[src/rtl/core/ltp_pkg.sv]
// Shared widths, codes and constants for the looping table player.
package ltp_pkg;

    // Fixed field and register widths
    localparam int SAMPLE_W   = 16;
    localparam int ADDR_IN_W  = 14;
    localparam int SPEED_W    = 24;
    localparam int LEN_W      = 15;
    localparam int LSTART_W   = 14;
    localparam int LEND_W     = 15;
    localparam int CFG_IDX_W  = 2;
    localparam int CFG_DATA_W = 15;

    // Integer part of the phase: holds loop_end - 3 and loop_start + 1, signed
    localparam int IDX_W = LEND_W + 2;

    // Parameter defaults
    localparam int DEPTH_DEF = 16384;
    localparam int FRAC_DEF  = 16;

    // Register reset values
    localparam logic [LEN_W-1:0]    TABLE_LENGTH_RST = 15'd0;
    localparam logic [LSTART_W-1:0] LOOP_START_RST   = 14'd0;
    localparam logic [LEND_W-1:0]   LOOP_END_RST     = 15'd10000;

    // Register indexes
    localparam logic [CFG_IDX_W-1:0] CFG_TABLE_LENGTH = 2'd0;
    localparam logic [CFG_IDX_W-1:0] CFG_LOOP_START   = 2'd1;
    localparam logic [CFG_IDX_W-1:0] CFG_LOOP_END     = 2'd2;

    // Item opcodes
    localparam logic OP_WRITE = 1'b0;
    localparam logic OP_PLAY  = 1'b1;

    // floor(h / 3) as (h * DIV3_MUL) >> DIV3_SHIFT, exact for h < 2**DIV3_IN_W
    localparam int               DIV3_IN_W  = 19;
    localparam int               DIV3_MUL_W = 20;
    localparam logic [19:0]      DIV3_MUL   = 20'd349526;
    localparam int               DIV3_SHIFT = 20;
    localparam int               Q3_W       = 18;

    // Output saturation limits
    localparam logic signed [SAMPLE_W-1:0] SMAX = 16'sh7FFF;
    localparam logic signed [SAMPLE_W-1:0] SMIN = 16'sh8000;

endpackage

[src/rtl/core/ltp_cubic.sv]
// Ten-stage 4-point cubic interpolation datapath, one result held until taken.
module ltp_cubic #(
    parameter int FRAC_BITS = ltp_pkg::FRAC_DEF
) (
    input  logic                                clk,
    input  logic                                rst_n,
    input  logic                                start,
    input  logic                                take,
    input  logic signed [ltp_pkg::SAMPLE_W-1:0] a,
    input  logic signed [ltp_pkg::SAMPLE_W-1:0] b,
    input  logic signed [ltp_pkg::SAMPLE_W-1:0] c,
    input  logic signed [ltp_pkg::SAMPLE_W-1:0] d,
    input  logic [FRAC_BITS:0]                  f,
    output logic                                done,
    output logic signed [ltp_pkg::SAMPLE_W-1:0] y
);

    import ltp_pkg::*;

    localparam int SW   = SAMPLE_W;
    localparam int CBW  = SW + 1;          // c - b
    localparam int TW   = SW + 3;          // polynomial terms
    localparam int EW   = CBW + 3;         // cb - p3
    localparam int XW   = FRAC_BITS + 22;  // products scaled by S
    localparam int MW   = FRAC_BITS + 21;  // |p1|*(S-f) + 3S
    localparam int PMW  = 20;              // |p1|
    localparam int RW   = 22;              // rounded correction term
    localparam int YW   = RW + 1;
    localparam int NSTG = 9;

    localparam logic [XW-1:0]        HALF_X  = XW'(1) << (FRAC_BITS - 1);
    localparam logic signed [XW-1:0] HALF_P  = $signed(HALF_X);
    localparam logic signed [XW-1:0] HALF_N  = $signed(HALF_X - XW'(1));
    localparam logic [FRAC_BITS:0]   ONE_F   = {1'b1, {FRAC_BITS{1'b0}}};
    localparam logic [MW-1:0]        THREE_S = MW'(3) << FRAC_BITS;

    logic [NSTG-1:0]        vld_reg;
    logic                   done_reg;

    logic signed [SW-1:0]   b1_reg;
    logic signed [CBW-1:0]  cb1_reg;
    logic [FRAC_BITS:0]     f1_reg;
    logic signed [TW-1:0]   t1_reg, t2_reg;
    logic signed [XW-1:0]   x1_reg;
    logic                   neg_reg;
    logic [XW-1:0]          xa_reg;
    logic [PMW-1:0]         pm_reg;
    logic [MW-1:0]          m_reg;
    logic [Q3_W-1:0]        q_reg;
    logic signed [EW-1:0]   e_reg;
    logic signed [XW-1:0]   x5_reg;
    logic signed [RW-1:0]   r_reg;
    logic signed [SW-1:0]   y_reg;

    logic signed [CBW-1:0]  cb_next;
    logic signed [TW-1:0]   a_x, b_x, d_x, cb_x;
    logic signed [TW-1:0]   t1_next, t2_next;
    logic signed [XW-1:0]   x1_next;
    logic [XW-1:0]          xa_next, rnd_sum;
    logic [PMW-1:0]         pm_next;
    logic [FRAC_BITS:0]     omf;
    logic [MW-1:0]          m_next;
    logic [DIV3_IN_W-1:0]   h3;
    logic [DIV3_IN_W+DIV3_MUL_W-1:0] q_prod;
    logic [Q3_W-1:0]        q_next;
    logic signed [EW-1:0]   cb_e, q_e, e_next;
    logic signed [XW-1:0]   x5_next, r_sum;
    logic signed [RW-1:0]   r_next;
    logic signed [YW-1:0]   y_sum;
    logic                   y_ovf;
    logic signed [SW-1:0]   y_next;

    always_comb
    begin
        // stage 1: cb, d - a - 3cb, d + 2a - 3b
        cb_next = $signed({c[SW-1], c}) - $signed({b[SW-1], b});
        a_x     = $signed({{(TW-SW){a[SW-1]}}, a});
        b_x     = $signed({{(TW-SW){b[SW-1]}}, b});
        d_x     = $signed({{(TW-SW){d[SW-1]}}, d});
        cb_x    = $signed({{(TW-CBW){cb_next[CBW-1]}}, cb_next});
        t1_next = d_x - a_x - cb_x - (cb_x <<< 1);
        t2_next = d_x + (a_x <<< 1) - b_x - (b_x <<< 1);

        // stage 2: p1 numerator
        x1_next = t1_reg * $signed({1'b0, f1_reg}) + $signed({t2_reg, {FRAC_BITS{1'b0}}});

        // stages 3-4: p1 rounded on the magnitude
        xa_next = x1_reg[XW-1] ? $unsigned(-x1_reg) : $unsigned(x1_reg);
        rnd_sum = xa_reg + HALF_X;
        pm_next = rnd_sum[FRAC_BITS+PMW-1:FRAC_BITS];

        // stage 5: |p1|*(S-f) + 3S, half the divisor added for rounding
        omf    = ONE_F - f1_reg;
        m_next = pm_reg * omf + THREE_S;

        // stage 6: divide by 6S = shift by S and 2, then reciprocal of 3
        h3     = m_reg[FRAC_BITS+DIV3_IN_W:FRAC_BITS+1];
        q_prod = h3 * DIV3_MUL;
        q_next = q_prod[DIV3_SHIFT+Q3_W-1:DIV3_SHIFT];

        // stage 7: cb - p3, sign of p3 follows p1
        cb_e   = $signed({{(EW-CBW){cb1_reg[CBW-1]}}, cb1_reg});
        q_e    = $signed({{(EW-Q3_W){1'b0}}, q_reg});
        e_next = neg_reg ? cb_e + q_e : cb_e - q_e;

        // stage 8
        x5_next = e_reg * $signed({1'b0, f1_reg});

        // stage 9: round to nearest, ties away from zero
        r_sum  = x5_reg + (x5_reg[XW-1] ? HALF_N : HALF_P);
        r_next = r_sum[FRAC_BITS+RW-1:FRAC_BITS];

        // stage 10: add b and saturate
        y_sum  = $signed({{(YW-SW){b1_reg[SW-1]}}, b1_reg}) + $signed({r_reg[RW-1], r_reg});
        y_ovf  = !((&y_sum[YW-1:SW-1]) || !(|y_sum[YW-1:SW-1]));
        y_next = y_ovf ? (y_sum[YW-1] ? SMIN : SMAX) : y_sum[SW-1:0];
    end

    always_ff @(posedge clk or negedge rst_n)
    begin
        if (!rst_n)
        begin
            vld_reg  <= '0;
            done_reg <= 1'b0;
        end
        else
        begin
            vld_reg <= {vld_reg[NSTG-2:0], start};
            if (vld_reg[NSTG-1])
            begin
                done_reg <= 1'b1;
            end
            else if (take)
            begin
                done_reg <= 1'b0;
            end
        end
    end

    always_ff @(posedge clk)
    begin
        if (start)
        begin
            b1_reg  <= b;
            cb1_reg <= cb_next;
            f1_reg  <= f;
            t1_reg  <= t1_next;
            t2_reg  <= t2_next;
        end
        if (vld_reg[0])
        begin
            x1_reg <= x1_next;
        end
        if (vld_reg[1])
        begin
            xa_reg  <= xa_next;
            neg_reg <= x1_reg[XW-1];
        end
        if (vld_reg[2])
        begin
            pm_reg <= pm_next;
        end
        if (vld_reg[3])
        begin
            m_reg <= m_next;
        end
        if (vld_reg[4])
        begin
            q_reg <= q_next;
        end
        if (vld_reg[5])
        begin
            e_reg <= e_next;
        end
        if (vld_reg[6])
        begin
            x5_reg <= x5_next;
        end
        if (vld_reg[7])
        begin
            r_reg <= r_next;
        end
        if (vld_reg[8])
        begin
            y_reg <= y_next;
        end
    end

    assign done = done_reg;
    assign y    = y_reg;

endmodule

[config.mk]
export PLATFORM = sky130hd
export DESIGN_NAME = ltp_cubic
export DESIGN_NICKNAME = d
export VERILOG_FILES = /design/src/rtl/core/ltp_pkg.sv /design/src/rtl/core/ltp_cubic.sv
export SDC_FILE = /design/constraint.sdc
export NUM_CORES = 2
export LEC_CHECK = 0
export ABC_CLOCK_PERIOD_IN_PS = 10500
export BUFFER_PORTS_ARGS = -buffer_cell sky130_fd_sc_hd__buf_2
export CORE_MARGIN = 5
export CORE_UTILIZATION = 57
export CTS_CLUSTER_SIZE = 14
export DETAILED_ROUTE_END_ITERATION = 12
export PLACE_DENSITY = 0.73
export SLEW_MARGIN = 0
export SYNTH_ARGS = -nofsm -noshare
export SYNTH_HDL_FRONTEND = slang
export SYNTH_SLANG_ARGS = --single-unit
[constraint.sdc]
create_clock -name clk -period 10.5 [get_ports clk]
set_input_delay 2.1 -clock clk [delete_from_list [all_inputs] [get_ports clk]]
set_output_delay 2.1 -clock clk [all_outputs]
set_load 0.01 [all_outputs]
Word level (Yosys, flattened, before mapping)
Index checks and enable logic that the tools add are counted.
Widths: inputs -> output; s select.
{"block": "totals", "in_bits": 85, "reg_bits": 343, "wordCells": 49}
{"block": "op_classes", "reduce_logical": 5, "addsub": 16, "multipliers": 4, "n_mux": 7}
{"op": "$mux 16", "n": 3}
{"op": "$add 37x35->38", "n": 1}
{"op": "$add 38x17->38", "n": 1}
{"op": "$mul 20x18->38", "n": 1}
{"op": "$mul 19x18->37", "n": 1}
{"op": "$mul 19x18->37 const B", "n": 1}
{"op": "$add 36x16->36 const B", "n": 1}
{"op": "$add 36x18->36 const B", "n": 1}
{"op": "$mul 20x17->36", "n": 1}
{"op": "$mux 36", "n": 1}
{"op": "$neg 36->36", "n": 1}
{"op": "$sub 16x16->17", "n": 2}
{"op": "$add 16x22->23", "n": 1}
{"op": "$add 17x19->20", "n": 1}
{"op": "$mux 20", "n": 1}
{"op": "$sub 17x19->20", "n": 1}
{"op": "$sub 18x16->19", "n": 1}
{"op": "$sub 18x18->19", "n": 1}
{"op": "$sub 19x17->19", "n": 1}
{"op": "$add 16x17->18", "n": 1}
{"op": "$sub 17x17->18", "n": 1}
{"op": "$sub 17x17->17 const A", "n": 1}
{"op": "$reduce_and 8->1", "n": 1}
{"op": "$reduce_or 8->1", "n": 1}
{"op": "4 further kinds", "n": 5}

Depth between registers and ports, before layout
{"block": "depth", "ltp_word": 5, "mapped_depth": 34}

Worst setup path before layout
No wires, ideal clock.
{"block": "synth_timing", "path_type": "register to register", "start": "register f1_reg[0]", "end": "register m_reg[35] (data pin)", "n_path_buf": 4, "stages_incl_launch_ff": 35, "required_time_ps": 10241, "arrival_ps": 7951, "slack_ps": 2289, "setup_ps": 259, "cell_sequence": "edfxtp_1 clkbuf_1 clkbuf_1 inv_1 ha_1 nand2b_1 nor4_1 nand2_1 or2_2 or3_1 nor3_1 xor2_1 clkbuf_1 clkbuf_1 nand2_1 ha_1 fa_1 inv_1 fa_1 fa_1 fa_1 inv_1 fa_1 inv_1 ha_1 a21o_1 a21o_1 nand3_1 a41o_1 o211ai_1 o41ai_1 o21ai_0 a21o_1 a21oi_1 xnor2_1"}
{"block": "synth_via", "elab_chain_len": 3}
{"element": "start, declared", "line_no": "ltp_cubic.sv:42", "source": "logic [FRAC_BITS:0] f1_reg;"}
{"element": "start signal, assigned", "line_no": "ltp_cubic.sv:146", "source": "f1_reg <= f;"}
{"element": "$sub 17x17->17", "line_no": "ltp_cubic.sv:93", "source": "omf = ONE_F - f1_reg;"}
{"element": "$mul 20x17->36", "line_no": "ltp_cubic.sv:94", "source": "m_next = pm_reg * omf + THREE_S;"}
{"element": "$add 36x18->36", "line_no": "ltp_cubic.sv:94"}
{"element": "net m_next[35]", "line_no": "ltp_cubic.sv:62", "source": "logic [MW-1:0] m_next;"}
{"element": "end signal, assigned", "line_no": "ltp_cubic.sv:165", "source": "m_reg <= m_next;"}
{"element": "end, declared", "line_no": "ltp_cubic.sv:48", "source": "logic [MW-1:0] m_reg;"}
The timed path passes the listed nets, and every way through them passes these cells.
A chain may end at the register's enable or synchronous reset.

Worst setup path in the final report
Ends and elaborated chain as after synthesis.

==> qor.yml <==
clock_sinks: 310
cp.arrival_ns: 9.37
routed-via-count: 39900
clk_path_buf_depth: 3
area_growth_pct: 5.48
grt_overflow: 0
post-cts-setup-buffers: 0
seq_area_frac_synth: 0.159
finalHoldViolCount: 0
ys_types: 72
max_freq_mhz: 111
drtIter0Drc: 2673
fin_area_mm2: 0.0616
r2r_cells: 30
ant_nets: 0
topRoutingLayerUsed: "met5"
routed-wl-met3_mm: 9.55
cts-root-buf: "clkbuf_16"
worst-path-buf-inv: 4
grt_util_all_layers: 0.256
critPathMaxStageDelay_ns: 0.67
tightest_slew_ns: 1.04
synthesis.area_mm2: 0.0584
synth.most_common_cell: "inv_1"
setup_viol: 0
reg2reg_slack_ns: 1.46
status: "finished, final reports clean"
path_clk_slew_ns: 0.06
required_ns: 10.83
die_h_um: 330
worst_path_most_repeated_cell: "fa_1"
period_share: 0.861
crit_end: "m_reg[35]$_DFFE_PP_"
place.port_buffers: 101
cts_resized: 0
yosys.area.top_type: "fa_1"
hold_buffers: 0
grt_pass1_wl_mm: 222
synth-edff-count: 300
syn_avg_cell_area_um2: 9.92
async_flop_share: 0.0323
core_mm2: 0.102
cap_viol_max_count: 0
first_pass_iters: 6
grt_pass1_vias: 43200
timing.rr.end: "m_reg[35]$_DFFE_PP_"
synth_nets: 7712
cts_tree: "yes"
maxSlewViolCount: 0
synth_top_cells_by_count: "1390 x inv_1, 1142 x fa_1, 666 x nand2_1"
synthFlopType: "edfxtp_1"
synth_top_family_by_area: "adder cells"
finalWeightedCongestion: 0.897
cpMaxStageDelayCell: "edfxtp_1"
synthTopCellsByArea: "fa_1 39%, edfxtp_1 15%, ha_1 13%"
grt_antenna_before_repair: 8
initial_core_util: 0.574
synth-simple-area-share: 0.124
hold_path.class: "reg -> reg"
critPathTopFamily: "adder cells"
netlist_instances: 5887
die_w_um: 330
clkLatencyLatePin_ns: 0.59
place_ws_ns: 1.44
skew_ns: 0.0174
period_needed_ns: 9.04
synth-compound-area-share: 0.0534
place_area_mm2: 0.0603
synth.area.mux_share: 0.000557
grt_max_degree: 65
synth_top_area_frac: 0.391
hpwl_mm: 107
row_count: 117
dieArea_mm2: 0.109
h-tree-depth: 2
synth_xor_area_frac: 0.0424
cp_num_cells: 30
wl_per_cell_um: 18.3
vias_per_cell: 5.47
worst_slack_ns: 1.46
cts-buffers-inserted: 40
ys_warn_count: 0
layout.nets: 7715
largest_register_ffs: 38
slew_headroom: 0.307
cp_max_fo: 22
critPathCaptureType: "flip-flop"
wirelength_mm: 133
ios: 102
drc_errors: 0
r2r-start: "f1_reg[0]$_DFFE_PP_"
cp-start-kind: "flip-flop"
synth-seq-cells: 310
synth_fa_ha_area_frac: 0.520
routedLengthMet1_mm: 55.6
critPathKind: "reg -> reg"
crit_start: "f1_reg[0]$_DFFE_PP_"
drive_gt1_frac: 0.0390
wl_met2_mm: 63.4
rsz0062_at_grt: "no"
timing.setup.tns_ns: 0
metrics by stage:
step / instances / hold slack, ns / util
6_report: 7290 / 0.501 / 0.606
3_3_place_gp: 7216 / 0.462 / 0.592
2_1_floorplan: 5887 / 0.471 / -
3_5_place_dp: 7216 / 0.484 / 0.592
4_1_cts: 7288 / 0.507 / 0.605
5_1_grt: 7289 / 0.521 / 0.606
cell usage in the layout, fill, tap and decap left out, types with 6 or more instances in the layout:
cell type	netlist	layout
o21bai_1	13	13
fa_1	1142	1142
a211oi_1	14	14
o211ai_1	9	9
and3_1	35	35
a31o_2	7	7
o21ai_0	73	73
edfxtp_1	300	300
o31a_1	6	6
a211o_1	9	9
a21oi_1	163	163
or2_2	8	8
or3_1	10	10
nand4_1	13	13
nor2b_1	20	20
nor2_1	150	150
buf_2	0	100
ha_1	598	598
clkbuf_1	178	8
nand2b_1	15	15
nor3_1	51	51
inv_1	1390	1390
a21o_1	74	74
o31ai_1	12	12
and2_1	438	438
nor4_1	13	13
clkbuf_16	0	40
dfrtp_1	10	10
o21a_1	32	32
nand2_1	666	666
buf_4	0	43
o41ai_1	6	6
xnor2_1	205	205
a31oi_1	17	17
nand3_1	51	51
xor2_1	78	78
worst register-to-register path, delay by kind of cell, from the launching register on:
family	cells	cell delay, ns
xor gates and xnor gates	2	0.26
DFF	1	0.67
adders and majority gates	8	3.35
buffers and inverters	4	0.50
AOI/OAI and AO/OA	8	2.16
and+or+nand+nor	8	1.86
layout make-up:
cell class,count,area (um2)
clock inverters,19,249
multi-input cells,4005,43200
flip-flops and latches,310,9260
repair buffers,143,823
fillers,8407,40100
diodes,2,5.00
well taps,1368,1710
inverters,1390,5220
clock buffers,53,1100
how the worst min path moves through the flow:
stage                              start                end  slack (ns)  cells past startpoint
finish                  done$_DFFE_PN0P_   done$_DFFE_PN0P_        0.50                      1
global route            done$_DFFE_PN0P_   done$_DFFE_PN0P_        0.52                      1
CTS                     done$_DFFE_PN0P_   done$_DFFE_PN0P_        0.51                      1
detailed placement      done$_DFFE_PN0P_   done$_DFFE_PN0P_        0.48                      1
global placement        done$_DFFE_PN0P_   done$_DFFE_PN0P_        0.46                      1
floorplan           x1_reg[37]$_DFFE_PP_  neg_reg$_DFFE_PP_        0.47                      0
cell families (layout without fill, tap and decap cells):
kind of cell	Yosys count	count (layout)
buffers and inverters	1572	1605
XOR/XNOR	283	283
adder cells (fa/ha/maj)	1740	1740
AND/OR/NAND/NOR	1496	1496
multiplexers	3	3
AO/OA/AOI/OAI	483	483
flip-flops	310	310
other	0	2
per-layer routing:
metal | vias to the layer above | track usage
li1 | 18000 | -
met1 | 20300 | 0.356
met2 | 1350 | 0.423
met3 | 271 | 0.0356
met4 | 2 | 0.0829
met5 | - | 0
Power is left out: the tool's default activity adds up to more than one toggle a clock period on the data nets, which glitch-free logic cannot reach.
